--- config.mk ---
export PLATFORM = sky130hd
export DESIGN_NAME = polar_line_rasterizer
export DESIGN_NICKNAME = d
export VERILOG_FILES = /design/src/hw/rtl/prl_pkg.sv /design/src/hw/rtl/prl_end_unit.sv /design/src/hw/rtl/prl_line_walk.sv /design/src/hw/rtl/polar_line_rasterizer.sv
export VERILOG_INCLUDE_DIRS = /design/src /design/src/hw/rtl
export SDC_FILE = /design/constraint.sdc
export NUM_CORES = 1
export LEC_CHECK = 0
export ABC_AREA = 1
export BUFFER_PORTS_ARGS = -buffer_cell sky130_fd_sc_hd__buf_2
export CAP_MARGIN = 20
export CORE_MARGIN = 1
export CORE_UTILIZATION = 60
export DETAILED_ROUTE_END_ITERATION = 16
export PLACE_DENSITY = 0.84
export REMOVE_ABC_BUFFERS = 1
export SLEW_MARGIN = 20
export SYNTH_ARGS = -nofsm -noshare
export SYNTH_HDL_FRONTEND = slang
export SYNTH_SLANG_ARGS = --single-unit
--- constraint.sdc ---
create_clock -name clock -period 9.5 [get_ports clock]
set_input_delay 1.9 -clock clock [delete_from_list [all_inputs] [get_ports clock]]
set_output_delay 1.9 -clock clock [all_outputs]
set_load 0.05 [all_outputs]
--- src/hw/rtl/polar_line_rasterizer_macros.svh ---
// Assertion helpers shared by the rasterizer modules.
// Each macro expects clock in the caller; PRL_ASSERT also needs reset.
`ifndef POLAR_LINE_RASTERIZER_MACROS_SVH
`define POLAR_LINE_RASTERIZER_MACROS_SVH

// Checked on every clock edge outside of reset.
`define PRL_ASSERT(lbl, prop, msg) \
   lbl: assert property (@(posedge clock) disable iff (reset) prop) \
      else $error(msg);

// Checked on every clock edge, reset included.
`define PRL_ASSERT_ALWAYS(lbl, prop, msg) \
   lbl: assert property (@(posedge clock) prop) \
      else $error(msg);

`endif

--- src/hw/rtl/prl_pkg.sv ---
package prl_pkg;

   // Screen bounds and the longest line that is drawn.
   localparam int SCREEN_WIDTH  = 1024;
   localparam int SCREEN_HEIGHT = 1024;
   localparam int MAX_LENGTH    = 64;

   // Angles in whole degrees.
   localparam int QUARTER_TURN  = 90;
   localparam int HALF_TURN     = 180;
   localparam int THREE_QUARTER = 270;
   localparam int FULL_TURN     = 360;

   // Field widths.
   localparam int COORD_W = 12;
   localparam int ERR_W   = 10;
   localparam int TRIG_W  = 17;

   // Folded angle: index into the quarter-wave table and the sign of the result.
   typedef struct packed {
      logic [6:0] idx;
      logic       neg;
   } prl_fold_type;

   // Setup handed from the sequencer to the line walker.
   typedef struct packed {
      logic                       start;
      logic                       shallow;
      logic signed [COORD_W-1:0]  maj_start;
      logic signed [COORD_W-1:0]  maj_end;
      logic signed [COORD_W-1:0]  min_start;
      logic                       step_neg;
      logic signed [ERR_W-1:0]    err_init;
      logic [7:0]                 two_min;
      logic [7:0]                 two_maj;
   } prl_walk_cmd_type;

   // Maps any angle from 0 to 511 degrees onto the first quadrant.
   function automatic prl_fold_type trig_fold(input logic [8:0] angle);
      logic [8:0]   a;
      prl_fold_type f;
      a = (angle >= 9'(FULL_TURN)) ? angle - 9'(FULL_TURN) : angle;
      priority if (a <= 9'(QUARTER_TURN)) begin
         f.idx = a[6:0];
         f.neg = 1'b0;
      end else if (a <= 9'(HALF_TURN)) begin
         f.idx = 7'(9'(HALF_TURN) - a);
         f.neg = 1'b0;
      end else if (a <= 9'(THREE_QUARTER)) begin
         f.idx = 7'(a - 9'(HALF_TURN));
         f.neg = 1'b1;
      end else begin
         f.idx = 7'(9'(FULL_TURN) - a);
         f.neg = 1'b1;
      end
      return f;
   endfunction

   // Sine of 0 to 90 degrees in Q16, rounded half up.
   function automatic logic [TRIG_W-1:0] sine_q16(input logic [6:0] idx);
      logic [TRIG_W-1:0] s;
      unique case (idx)
         7'd0:  s = 17'd0;     7'd1:  s = 17'd1144;  7'd2:  s = 17'd2287;
         7'd3:  s = 17'd3430;  7'd4:  s = 17'd4572;  7'd5:  s = 17'd5712;
         7'd6:  s = 17'd6850;  7'd7:  s = 17'd7987;  7'd8:  s = 17'd9121;
         7'd9:  s = 17'd10252; 7'd10: s = 17'd11380; 7'd11: s = 17'd12505;
         7'd12: s = 17'd13626; 7'd13: s = 17'd14742; 7'd14: s = 17'd15855;
         7'd15: s = 17'd16962; 7'd16: s = 17'd18064; 7'd17: s = 17'd19161;
         7'd18: s = 17'd20252; 7'd19: s = 17'd21336; 7'd20: s = 17'd22415;
         7'd21: s = 17'd23486; 7'd22: s = 17'd24550; 7'd23: s = 17'd25607;
         7'd24: s = 17'd26656; 7'd25: s = 17'd27697; 7'd26: s = 17'd28729;
         7'd27: s = 17'd29753; 7'd28: s = 17'd30767; 7'd29: s = 17'd31772;
         7'd30: s = 17'd32768; 7'd31: s = 17'd33754; 7'd32: s = 17'd34729;
         7'd33: s = 17'd35693; 7'd34: s = 17'd36647; 7'd35: s = 17'd37590;
         7'd36: s = 17'd38521; 7'd37: s = 17'd39441; 7'd38: s = 17'd40348;
         7'd39: s = 17'd41243; 7'd40: s = 17'd42126; 7'd41: s = 17'd42995;
         7'd42: s = 17'd43852; 7'd43: s = 17'd44695; 7'd44: s = 17'd45525;
         7'd45: s = 17'd46341; 7'd46: s = 17'd47143; 7'd47: s = 17'd47930;
         7'd48: s = 17'd48703; 7'd49: s = 17'd49461; 7'd50: s = 17'd50203;
         7'd51: s = 17'd50931; 7'd52: s = 17'd51643; 7'd53: s = 17'd52339;
         7'd54: s = 17'd53020; 7'd55: s = 17'd53684; 7'd56: s = 17'd54332;
         7'd57: s = 17'd54963; 7'd58: s = 17'd55578; 7'd59: s = 17'd56175;
         7'd60: s = 17'd56756; 7'd61: s = 17'd57319; 7'd62: s = 17'd57865;
         7'd63: s = 17'd58393; 7'd64: s = 17'd58903; 7'd65: s = 17'd59396;
         7'd66: s = 17'd59870; 7'd67: s = 17'd60326; 7'd68: s = 17'd60764;
         7'd69: s = 17'd61183; 7'd70: s = 17'd61584; 7'd71: s = 17'd61966;
         7'd72: s = 17'd62328; 7'd73: s = 17'd62672; 7'd74: s = 17'd62997;
         7'd75: s = 17'd63303; 7'd76: s = 17'd63589; 7'd77: s = 17'd63856;
         7'd78: s = 17'd64104; 7'd79: s = 17'd64332; 7'd80: s = 17'd64540;
         7'd81: s = 17'd64729; 7'd82: s = 17'd64898; 7'd83: s = 17'd65048;
         7'd84: s = 17'd65177; 7'd85: s = 17'd65287; 7'd86: s = 17'd65376;
         7'd87: s = 17'd65446; 7'd88: s = 17'd65496; 7'd89: s = 17'd65526;
         7'd90: s = 17'd65536;
         default: s = 17'd0;
      endcase
      return s;
   endfunction

endpackage

--- src/hw/rtl/prl_end_unit.sv ---
// Shared end point unit: one axis per cycle, two pipeline stages.
// Stage one looks up the trig value and multiplies it by the length,
// stage two adds the start point in Q16 and truncates toward zero.
module prl_end_unit (
   input  logic                                 clock,
   input  logic [9:0]                           op_start,
   input  logic [8:0]                           op_angle,
   input  logic [6:0]                           op_len,
   output logic signed [prl_pkg::COORD_W-1:0]   end_coord
);

   prl_pkg::prl_fold_type        fold;
   logic [prl_pkg::TRIG_W-1:0]   trig_mag;
   logic [23:0]                  prod_mag;
   logic signed [23:0]           product_in;
   logic signed [23:0]           product_ff;
   logic [9:0]                   start_ff;
   logic signed [27:0]           sum;
   logic                         round_up;
   logic signed [prl_pkg::COORD_W-1:0] end_in;
   logic signed [prl_pkg::COORD_W-1:0] end_ff;

   // Stage one: table lookup and the single multiplier.
   always_comb begin
      fold       = prl_pkg::trig_fold(op_angle);
      trig_mag   = prl_pkg::sine_q16(fold.idx);
      prod_mag   = {7'b0, trig_mag} * {17'b0, op_len};
      product_in = fold.neg ? -signed'(prod_mag) : signed'(prod_mag);
   end

   always_ff @(posedge clock) begin
      product_ff <= product_in;
      start_ff   <= op_start;
   end

   // Stage two: add the start point and truncate toward zero.
   always_comb begin
      sum      = signed'({2'b00, start_ff, 16'h0000}) + 28'(product_ff);
      round_up = sum[27] && (sum[15:0] != 16'h0000);
      end_in   = sum[27:16] + {11'b0, round_up};
   end

   always_ff @(posedge clock) begin
      end_ff <= end_in;
   end

   assign end_coord = end_ff;

endmodule

--- src/hw/rtl/prl_line_walk.sv ---
`include "polar_line_rasterizer_macros.svh"

// Bresenham stepper: one pixel per cycle along the major axis, written into
// an output register that holds while the receiver stalls.
module prl_line_walk (
   input  logic                                 clock,
   input  logic                                 reset,
   input  prl_pkg::prl_walk_cmd_type            walk_cmd,
   input  logic [31:0]                          color,
   output logic                                 walk_busy,
   output logic                                 rsp_valid,
   input  logic                                 rsp_ready,
   output logic signed [prl_pkg::COORD_W-1:0]   rsp_pix_x,
   output logic signed [prl_pkg::COORD_W-1:0]   rsp_pix_y,
   output logic [31:0]                          rsp_pix_color,
   output logic                                 rsp_in_screen,
   output logic                                 rsp_last_pixel
);

   logic                                 busy_ff, busy_in;
   logic                                 shallow_ff;
   logic signed [prl_pkg::COORD_W-1:0]   maj_ff, maj_in;
   logic signed [prl_pkg::COORD_W-1:0]   maj_end_ff;
   logic signed [prl_pkg::COORD_W-1:0]   min_ff, min_in;
   logic                                 step_neg_ff;
   logic signed [prl_pkg::ERR_W-1:0]     err_ff, err_in;
   logic [7:0]                           two_min_ff;
   logic [7:0]                           two_maj_ff;
   logic                                 valid_ff, valid_in;
   logic signed [prl_pkg::COORD_W-1:0]   pix_x_ff, pix_x_in;
   logic signed [prl_pkg::COORD_W-1:0]   pix_y_ff, pix_y_in;
   logic [31:0]                          color_ff;
   logic                                 in_screen_ff, in_screen_in;
   logic                                 last_ff, last_in;
   logic                                 load;
   logic                                 step_minor;
   logic signed [prl_pkg::COORD_W-1:0]   maj_next;

   // A pixel moves into the output register when it is empty or draining.
   assign load     = busy_ff && (!valid_ff || rsp_ready);
   assign maj_next = maj_ff + 12'sd1;

   // Pixel position, bounds flag and the next Bresenham step.
   always_comb begin
      pix_x_in     = shallow_ff ? maj_ff : min_ff;
      pix_y_in     = shallow_ff ? min_ff : maj_ff;
      in_screen_in = !pix_x_in[prl_pkg::COORD_W-1] && !pix_y_in[prl_pkg::COORD_W-1]
                     && (13'($unsigned(pix_x_in)) < 13'(prl_pkg::SCREEN_WIDTH))
                     && (13'($unsigned(pix_y_in)) < 13'(prl_pkg::SCREEN_HEIGHT));
      last_in      = (maj_next == maj_end_ff);
      if (shallow_ff) begin
         step_minor = !err_ff[prl_pkg::ERR_W-1];
      end else begin
         step_minor = !err_ff[prl_pkg::ERR_W-1] && (err_ff != '0);
      end
      maj_in = maj_next;
      min_in = min_ff;
      err_in = err_ff + signed'({2'b00, two_min_ff});
      if (step_minor) begin
         min_in = step_neg_ff ? min_ff - 12'sd1 : min_ff + 12'sd1;
         err_in = err_ff + signed'({2'b00, two_min_ff}) - signed'({2'b00, two_maj_ff});
      end
   end

   // Busy from a start command until the last pixel is loaded.
   always_comb begin
      busy_in = busy_ff;
      if (walk_cmd.start) begin
         busy_in = 1'b1;
      end else if (load && last_in) begin
         busy_in = 1'b0;
      end
      valid_in = valid_ff;
      if (load) begin
         valid_in = 1'b1;
      end else if (rsp_ready) begin
         valid_in = 1'b0;
      end
   end

   always_ff @(posedge clock) begin
      if (reset) begin
         busy_ff  <= 1'b0;
         valid_ff <= 1'b0;
      end else begin
         busy_ff  <= busy_in;
         valid_ff <= valid_in;
      end
   end

   // Walk state: loaded on start, advanced with each transfer into the output.
   always_ff @(posedge clock) begin
      if (walk_cmd.start) begin
         shallow_ff  <= walk_cmd.shallow;
         maj_ff      <= walk_cmd.maj_start;
         maj_end_ff  <= walk_cmd.maj_end;
         min_ff      <= walk_cmd.min_start;
         step_neg_ff <= walk_cmd.step_neg;
         err_ff      <= walk_cmd.err_init;
         two_min_ff  <= walk_cmd.two_min;
         two_maj_ff  <= walk_cmd.two_maj;
      end else if (load) begin
         maj_ff <= maj_in;
         min_ff <= min_in;
         err_ff <= err_in;
      end
   end

   // Output payload.
   always_ff @(posedge clock) begin
      if (load) begin
         pix_x_ff     <= pix_x_in;
         pix_y_ff     <= pix_y_in;
         color_ff     <= color;
         in_screen_ff <= in_screen_in;
         last_ff      <= last_in;
      end
   end

   assign walk_busy      = busy_ff;
   assign rsp_valid      = valid_ff;
   assign rsp_pix_x      = pix_x_ff;
   assign rsp_pix_y      = pix_y_ff;
   assign rsp_pix_color  = color_ff;
   assign rsp_in_screen  = in_screen_ff;
   assign rsp_last_pixel = last_ff;

   `PRL_ASSERT(a_start_when_free, walk_cmd.start |-> !busy_ff, "walk started while busy")
   `PRL_ASSERT(a_last_ends_walk, (load && last_in) |=> !busy_ff, "walk ran past the last pixel")
   `PRL_ASSERT(a_valid_follows_load, load |=> (valid_ff && (rsp_last_pixel == $past(last_in))), "loaded pixel not presented")
   `PRL_ASSERT_ALWAYS(a_reset_clears, reset |=> (!valid_ff && !busy_ff), "reset left a pixel pending")

endmodule

--- src/hw/rtl/polar_line_rasterizer.sv ---
// Polar line rasterizer.
// The req_ channel takes one line: start point, length in pixels, direction in
// whole degrees and a color. The rsp_ channel returns the pixels of the line in
// walk order, each with its color, an in-screen flag and a mark on the last one.
// Lengths above 64 are treated as 64, angles from 360 up wrap once.
// A line whose walk would be empty returns no pixels at all.
// Both channels transfer on a clock edge where valid and ready are high.
// req_ready is high only while the block is idle; one line is handled at a time.
// After a transfer on req_ the sequencer runs MUL_X, MUL_Y, FIN and SETUP
// before the walk starts; the end points come from one shared table and
// multiplier unit used for the x axis and then the y axis.
// The walker then loads one pixel per cycle into the output register while
// rsp_ is not stalled.
// A stall on rsp_ holds the pixel in the output register and pauses the walk;
// the next line may be accepted while the last pixel still waits to be taken.
// Synchronous reset clears the sequencer and the output valid; no pixel is lost
// or repeated across a stall.
`include "polar_line_rasterizer_macros.svh"

module polar_line_rasterizer (
   input  logic                                 clock,
   input  logic                                 reset,
   input  logic                                 req_valid,
   output logic                                 req_ready,
   input  logic [9:0]                           req_start_x,
   input  logic [9:0]                           req_start_y,
   input  logic [6:0]                           req_line_length,
   input  logic [8:0]                           req_angle_deg,
   input  logic [31:0]                          req_pixel_color,
   output logic                                 rsp_valid,
   input  logic                                 rsp_ready,
   output logic signed [prl_pkg::COORD_W-1:0]   rsp_pix_x,
   output logic signed [prl_pkg::COORD_W-1:0]   rsp_pix_y,
   output logic [31:0]                          rsp_pix_color,
   output logic                                 rsp_in_screen,
   output logic                                 rsp_last_pixel
);

   localparam logic [2:0] S_IDLE  = 3'd0;
   localparam logic [2:0] S_MUL_X = 3'd1;
   localparam logic [2:0] S_MUL_Y = 3'd2;
   localparam logic [2:0] S_FIN   = 3'd3;
   localparam logic [2:0] S_SETUP = 3'd4;
   localparam logic [2:0] S_WALK  = 3'd5;

   logic [2:0]                           state_ff, state_in;
   logic [9:0]                           start_x_ff;
   logic [9:0]                           start_y_ff;
   logic [6:0]                           len_ff;
   logic [8:0]                           ang_ff;
   logic [31:0]                          color_ff;
   logic signed [prl_pkg::COORD_W-1:0]   x1_ff;
   logic                                 req_xfer;
   logic [6:0]                           len_sat;
   logic [8:0]                           ang_red;
   logic [9:0]                           op_start;
   logic [8:0]                           op_angle;
   logic signed [prl_pkg::COORD_W-1:0]   end_coord;
   logic signed [prl_pkg::COORD_W-1:0]   x0, y0, y1, dxr, dyr;
   logic [6:0]                           adx, ady;
   logic                                 empty_walk;
   logic                                 walk_busy;
   prl_pkg::prl_walk_cmd_type            walk_cmd;

   assign req_ready = (state_ff == S_IDLE);
   assign req_xfer  = req_valid && req_ready;

   // Clamp the length and wrap the angle once on the way in.
   always_comb begin
      len_sat = (req_line_length > 7'(prl_pkg::MAX_LENGTH))
                ? 7'(prl_pkg::MAX_LENGTH) : req_line_length;
      ang_red = (req_angle_deg >= 9'(prl_pkg::FULL_TURN))
                ? req_angle_deg - 9'(prl_pkg::FULL_TURN) : req_angle_deg;
   end

   always_ff @(posedge clock) begin
      if (req_xfer) begin
         start_x_ff <= req_start_x;
         start_y_ff <= req_start_y;
         len_ff     <= len_sat;
         ang_ff     <= ang_red;
         color_ff   <= req_pixel_color;
      end
      if (state_ff == S_FIN) begin
         x1_ff <= end_coord;
      end
   end

   // The shared unit sees the cosine operands first, then the sine operands.
   always_comb begin
      if (state_ff == S_MUL_X) begin
         op_start = start_x_ff;
         op_angle = ang_ff + 9'(prl_pkg::QUARTER_TURN);
      end else begin
         op_start = start_y_ff;
         op_angle = ang_ff;
      end
   end

   prl_end_unit u_end (
      .clock     (clock),
      .op_start  (op_start),
      .op_angle  (op_angle),
      .op_len    (len_ff),
      .end_coord (end_coord)
   );

   // Walk setup: pick the major axis, order the ends and seed the error term.
   always_comb begin
      x0  = signed'({2'b00, start_x_ff});
      y0  = signed'({2'b00, start_y_ff});
      y1  = end_coord;
      dxr = x1_ff - x0;
      dyr = y1 - y0;
      adx = 7'(dxr[prl_pkg::COORD_W-1] ? -dxr : dxr);
      ady = 7'(dyr[prl_pkg::COORD_W-1] ? -dyr : dyr);
      walk_cmd.shallow = (ady < adx);
      if (walk_cmd.shallow) begin
         walk_cmd.maj_start = dxr[prl_pkg::COORD_W-1] ? x1_ff : x0;
         walk_cmd.maj_end   = dxr[prl_pkg::COORD_W-1] ? x0 : x1_ff;
         walk_cmd.min_start = dxr[prl_pkg::COORD_W-1] ? y1 : y0;
         walk_cmd.step_neg  = dxr[prl_pkg::COORD_W-1]
                              ? (!dyr[prl_pkg::COORD_W-1] && (dyr != '0))
                              : dyr[prl_pkg::COORD_W-1];
         walk_cmd.two_min   = {ady, 1'b0};
         walk_cmd.two_maj   = {adx, 1'b0};
      end else begin
         walk_cmd.maj_start = dyr[prl_pkg::COORD_W-1] ? y1 : y0;
         walk_cmd.maj_end   = dyr[prl_pkg::COORD_W-1] ? y0 : y1;
         walk_cmd.min_start = dyr[prl_pkg::COORD_W-1] ? x1_ff : x0;
         walk_cmd.step_neg  = dyr[prl_pkg::COORD_W-1]
                              ? (!dxr[prl_pkg::COORD_W-1] && (dxr != '0))
                              : dxr[prl_pkg::COORD_W-1];
         walk_cmd.two_min   = {adx, 1'b0};
         walk_cmd.two_maj   = {ady, 1'b0};
      end
      walk_cmd.err_init = signed'({2'b00, walk_cmd.two_min})
                          - signed'({3'b000, walk_cmd.two_maj[7:1]});
      empty_walk     = (walk_cmd.maj_start == walk_cmd.maj_end);
      walk_cmd.start = (state_ff == S_SETUP) && !empty_walk;
   end

   // Sequencer.
   always_comb begin
      state_in = state_ff;
      unique case (state_ff)
         S_IDLE:  if (req_xfer) state_in = S_MUL_X;
         S_MUL_X: state_in = S_MUL_Y;
         S_MUL_Y: state_in = S_FIN;
         S_FIN:   state_in = S_SETUP;
         S_SETUP: state_in = empty_walk ? S_IDLE : S_WALK;
         S_WALK:  if (!walk_busy) state_in = S_IDLE;
         default: state_in = S_IDLE;
      endcase
   end

   always_ff @(posedge clock) begin
      if (reset) begin
         state_ff <= S_IDLE;
      end else begin
         state_ff <= state_in;
      end
   end

   prl_line_walk u_walk (
      .clock          (clock),
      .reset          (reset),
      .walk_cmd       (walk_cmd),
      .color          (color_ff),
      .walk_busy      (walk_busy),
      .rsp_valid      (rsp_valid),
      .rsp_ready      (rsp_ready),
      .rsp_pix_x      (rsp_pix_x),
      .rsp_pix_y      (rsp_pix_y),
      .rsp_pix_color  (rsp_pix_color),
      .rsp_in_screen  (rsp_in_screen),
      .rsp_last_pixel (rsp_last_pixel)
   );

   `PRL_ASSERT(a_walk_only_in_walk, walk_busy |-> (state_ff == S_WALK), "walker busy outside walk")
   `PRL_ASSERT(a_accept_starts_math, req_xfer |=> (state_ff == S_MUL_X && !walk_busy), "transfer did not start setup")

endmodule
==> out/qor.yml, run 1 <==
placed_area_mm2: 0.0209
avgSynthCellArea_um2: 8.26
setup_viol: 0
drive_gt1_frac: 0.132
cts_buffers: 27
cpMostUsedCell: "nand2_2"
period_minus_slack_ps: 9070
slowest_stage: "nor4_1"
grtUsageTotal: 0.308
diodes: 0
met2_usage: 0.560
relSlewSlack: 0.372
stdcell_area_mm2: 0.0220
hold_viol: 0
core_mm2: 0.0319
first_pass_iters: 5
ant_nets: 0
worstSetupStartpointType: "register"
grt_pass1_wl_mm: 82.5
fin_skew_ps: 29.0
worst_pin_slew_ps: 941
clock-root-buffer: "clkbuf_16"
hold_path_depth: 0
path_delay_family: "simple AND/OR/NAND/NOR gates"
path_depth: 50
endpoint_kind: "register"
synth_edf_count: 200
clkSinkCount: 251
crit_fanout: 13
areaGrowthSynthToFinish_pct: 12.0
synth_top_cell_by_area: "edfxtp_1"
maxCapViolCount: 0
place_congestion: 0.990
hold_class: "reg2reg"
grt_max_degree: 75
startpoint: "ang_ff[1]"
rr_worst_depth: 50
drcViolationCount: 0
synth-seq-area-share: 0.357
cts_max_level: 1
wl_per_cell_um: 17.2
clock.fmax_mhz: 110
ys_warn_count: 0
routed_wl_mm: 51.2
post_drt_via_cell_ratio: 5.65
drt_iter0_drc: 1262
grt_pass1_vias: 16700
worstSetupPathType: "reg2reg"
path_buf_inv: 9
cp.required_ps: 9910
fin_crit_sh: 0.954
max_stage_delay_ps: 570
hp-start: "color_ff[29]"
rows: 65
die_w_um: 183
synth_seq_cells: 251
top_usage_layer: "met2"
cts.reportedPaths.clkPinSlew_ps: 60
synth_ff_type: "edfxtp_1"
die_h_um: 183
clockBufferDepth: 3
met3_usage: 0.0353
syn-cell-area_mm2: 0.0197
outcome: "completed"
tns_ps: 0
antenna_found_initial: 0
cts_tree: "yes"
cp.arrival_ps: 9480
gr-total-overflow: 0
finalNetCount: 2810
globalRouteMet1Util: 0.359
start_util: 0.617
synth_area_leaders: "edfxtp_1 31%, nand2_1 9.7%, ha_1 8.5%"
ys_types: 64
die-area_mm2: 0.0335
yosysTopAreaCellShare: 0.305
dp_hpwl_mm: 39.7
maxSlewViolCount: 0
r2r-start: "ang_ff[1]"
portBuffers: 131
io_pins: 132
async_reset_ff_frac: 0
clock_latency_ps: 540
vias: 16800
postSynthCellCount: 2381
## placed cells by master (no fill, tap or decap), types with 5 or more instances in the layout
cell,n
ha_1,133
a21oi_1,102
or2_1,6
or2_2,12
nand2_4,9
o22ai_1,9
clkinv_2,5
o21ai_0,196
and2_1,6
xor2_1,87
edfxtp_1,200
xnor2_1,41
fa_1,81
nand4_1,18
clkbuf_16,28
o21bai_1,10
nand3_2,9
inv_2,17
o211ai_1,42
o31ai_1,8
o221ai_1,7
nand3b_1,5
nand2_1,496
nor3_1,22
buf_4,46
nand3_1,115
a31oi_1,12
nand2_2,29
nor4_1,15
nor2_1,174
nor2_2,6
o21ai_1,15
inv_1,325
buf_2,131
dfxtp_1,51
## area by class of cell
type / count / area, um2
clock buffer: 35 / 757
clock inverter: 14 / 139
fill: 2479 / 9860
inverter: 348 / 1320
multi-input combinational: 1717 / 11200
sequential: 251 / 7030
tap: 435 / 544
timing repair buffer: 178 / 1020
## timing repair
| item | in CTS | in global routing |
|---|---|---|
| hold buffers | 0 | 0 |
| gates resized for setup | 0 | 52 |
| setup endpoints to repair | 0 | 9 |
| setup buffers | 0 | 7 |
## flip-flops by register name, summed over array words and instances, names as in the netlist, 9 cells and up
name / flops
u_walk.rsp_pix_x: 12
u_walk.maj_end_ff: 12
start_x_ff: 10
color_ff: 32
u_walk.err_ff: 10
u_end.start_ff: 10
u_end.product_ff: 24
u_walk.rsp_pix_y: 12
x1_ff: 12
ang_ff: 9
start_y_ff: 10
u_end.end_coord: 12
u_walk.maj_ff: 12
u_walk.rsp_pix_color: 32
u_walk.min_ff: 12
## per-layer routing
| layer | share of wire | wire length [um] |
|---|---|---|
| met1 | 0.39 | 19800 |
| met5 | 0 | 0 |
| met4 | 0.049 | 2510 |
| met2 | 0.50 | 25800 |
| met3 | 0.060 | 3090 |
## cells by family (layout without fill, tap and decap cells)
logic type	Yosys count	after routing	share of synthesized area
AO/OA/AOI/OAI	430	430	0.125
buffers and inverters	414	575	0.0824
XOR/XNOR	130	130	0.0583
multiplexers	2	2	0.00102
adder cells (fa/ha/maj)	215	215	0.168
flip-flops	251	251	0.357
AND/OR/NAND/NOR	939	940	0.208
## cells in the mapped netlist, drive strengths merged, types with 24 or more instances
library cell,number
nand2,536
inv,345
o21ai,215
edfxtp,200
nor2,184
ha,134
nand3,126
a21oi,104
xor2,87
fa,81
dfxtp,51
xnor2,43
clkbuf,42
o211ai,42
nor3,26
buf,24
## through the flow
step	hold slack [ps]	cells	util	setup slack (ps)
after floorplan	400	2315	-	762
after global placement	400	2921	0.655	270
after detailed placement	405	2921	0.655	35.1
after CTS	417	2970	0.683	4.04
after global routing	423	2978	0.691	-97.8
final	414	2978	0.691	434
## worst reg2reg max path: cells and delay by family (launching register included)
kind                     cells  cell delay, ps
AND/OR/NAND/NOR             24            3190
adder cells (fa/ha/maj)      8            2970
AO/OA/AOI/OAI                7            1210
buffers and inverters        9             670
XOR/XNOR                     2             470
flip-flops                   1             430
## final timing paths
path                               to  slack [ps]
max              u_end.product_ff[16]         430
min          u_walk.rsp_pix_color[29]         410
max reg2reg      u_end.product_ff[16]         430
min reg2reg  u_walk.rsp_pix_color[29]         410
Power of run 1 is left out: the tool's default activity adds up to more than one toggle a clock period on the data nets, which glitch-free logic cannot reach.
==> run 2: changes to the inputs <==
--- a/config.mk
+++ b/config.mk
@@ -10,9 +10,9 @@
 export BUFFER_PORTS_ARGS = -buffer_cell sky130_fd_sc_hd__buf_2
 export CAP_MARGIN = 20
 export CORE_MARGIN = 1
-export CORE_UTILIZATION = 60
+export CORE_UTILIZATION = 50
 export DETAILED_ROUTE_END_ITERATION = 16
-export PLACE_DENSITY = 0.84
+export PLACE_DENSITY = 0.73
 export REMOVE_ABC_BUFFERS = 1
 export SLEW_MARGIN = 20
 export SYNTH_ARGS = -nofsm -noshare
==> constraint.sdc (replaced) <==
create_clock -name clock -period 9.5 [get_ports clock]
set_input_delay 0.475 -clock clock [delete_from_list [all_inputs] [get_ports clock]]
set_output_delay 0.475 -clock clock [all_outputs]
set_load 0.05 [all_outputs]
==> run 2 against run 1 <==
  * Via count down 1.7%
  * Clock-buffer cell count down 5
  * Critical path depth up 6
  * Sequential cell count unchanged
  * Die area up 20%
  * Clock skew down 14 ps
  * First-iteration DRC count up 21%
  * Highest routed layer unchanged
  * Cell area up 0.13%
  * Hold slack worse by 310 ps
  * Global-route usage down 5.9 points
==> out/qor.yml, run 2 (synthesis gave the netlist of run 1 again) <==
finalWorstSetupSlack_ps: 508
maxCapViolCount: 0
path_buf_inv: 9
hold_viol: 0
fill_cells: 3468
grt_pass1_vias: 16000
rrSetupSlack_ps: 510
rows: 72
startpoint: "ang_ff[1]"
setup_viol: 0
cp.required_ps: 9940
mostFrequentLayoutCells: "497 x nand2_1, 326 x inv_1, 200 x edfxtp_1"
reg2reg_to: "u_end.product_ff[23]"
crit_fanout: 10
die_h_um: 200
finalNetCount: 2798
clockBufferDepth: 3
portBuffers: 131
cts_tree: "yes"
dp_cells: 2994
cp.arrival_ps: 9430
pre_cts_ws_ps: -17.5
ant_nets: 0
worstSetupPathType: "reg2reg"
holdWs_ps: 100
die-area_mm2: 0.0401
fin_crit_sh: 0.946
clkSinkCount: 251
drt_iter0_drc: 1523
relSlewSlack: 0.379
cts_max_level: 1
maxSlewViolCount: 0
outcome: "completed"
antenna_found_initial: 0
grtUsageTotal: 0.248
cts_buffers: 25
gr-total-overflow: 0
first_pass_iters: 6
clock-root-buffer: "clkbuf_16"
path_depth: 56
max_stage_delay_ps: 540
vias: 16500
core_mm2: 0.0387
diodes: 0
path_delay_family: "simple AND/OR/NAND/NOR gates"
die_w_um: 200
drcViolationCount: 0
start_util: 0.508
wl_per_cell_um: 16.5
drive_gt1_frac: 0.128
clock.fmax_mhz: 111
worstSetupStartpointType: "register"
grt_max_degree: 59
slowest_stage: "fa_1"
crit_path_end: "u_end.product_ff[23]"
routed_wl_mm: 50.2
fin_skew_ps: 15.1
grt_pass1_wl_mm: 81.1
worst_pin_slew_ps: 929
period_minus_slack_ps: 8990
cts.reportedPaths.clkPinSlew_ps: 70
r2r-start: "ang_ff[1]"
clock_latency_ps: 550
rr_worst_depth: 56
io_pins: 132
areaGrowthSynthToFinish_pct: 12.1
endpoint_kind: "register"
layoutNonFillerInstCount: 3048
place_congestion: 1.02
hold_class: "in2reg"
dp_hpwl_mm: 39.3
layout_commonest_cell: "nand2_1"
post_drt_via_cell_ratio: 5.43
cpMostUsedCell: "nand2_1"
holdBufCountCts: 0
==> run 2: cell types whose count changed in the layout (fill, tap and decap cells not counted), moves of 3 or more <==
cell / before / now
inv_6: 4 / 1
buf_4: 46 / 36
clkinvlp_4: 0 / 4
a21oi_2: 1 / 5
a21oi_1: 102 / 99
clkbuf_1: 4 / 0
==> run 2: layout make-up <==
cell class              count  area, um2  area share
multi-input cells        1717      11200       0.507
flip-flops and latches    251       7030       0.319
inverters                 348       1320      0.0598
repair buffers            168        946      0.0429
clock buffers              30        717      0.0325
well taps                 518        648      0.0294
clock inverters            16        215     0.00976
==> run 2: layer usage <==
metal | wire length, um | GRT usage | vias to the layer above | share of wire
li1 | - | - | 8176 | -
met1 | 21000 | 0.315 | 7639 | 0.42
met4 | 1950 | 0.102 | 0 | 0.039
met5 | 0 | 0 | - | 0
met2 | 24400 | 0.432 | 606 | 0.49
met3 | 2810 | 0.0254 | 125 | 0.056
==> run 2: timing repair <==
item / in CTS / in global routing
setup buffers: 0 / 7
cloned: 0 / 1
pin swaps: 0 / 5
resized for setup: 1 / 42
endpoints found under the setup margin: 1 / 11
==> run 2: worst min path at each step <==
stage	from	slack [ps]	cells past startpoint	end
floorplan	color_ff[0]	400	0	u_walk.rsp_pix_color[0]
global placement	color_ff[6]	400	0	u_walk.rsp_pix_color[6]
detailed placement	color_ff[21]	400	0	u_walk.rsp_pix_color[21]
CTS	req_pixel_color[14]	80	1	color_ff[14]
global route	req_pixel_color[15]	80	1	color_ff[15]
finish	req_pixel_color[14]	100	1	color_ff[14]
==> run 2: stage by stage <==
step,cell area [um2],TNS (ps),util
global route,22000,-304,0.569
floorplan,19400,0,-
detailed placement,20900,-17.5,0.540
finish,22000,0,0.569
global placement,20900,0,0.540
CTS,21800,0,0.564
==> run 2: worst register-to-register path: cells and delay by family (launching register included) <==
family	cells	cell delay [ps]
buffers and inverters	9	590
DFF	1	420
adders and majority gates	8	3030
xor gates and xnor gates	1	160
AOI/OAI and AO/OA	8	1180
and+or+nand+nor	30	3500
Power of run 2 is left out for the same reason.
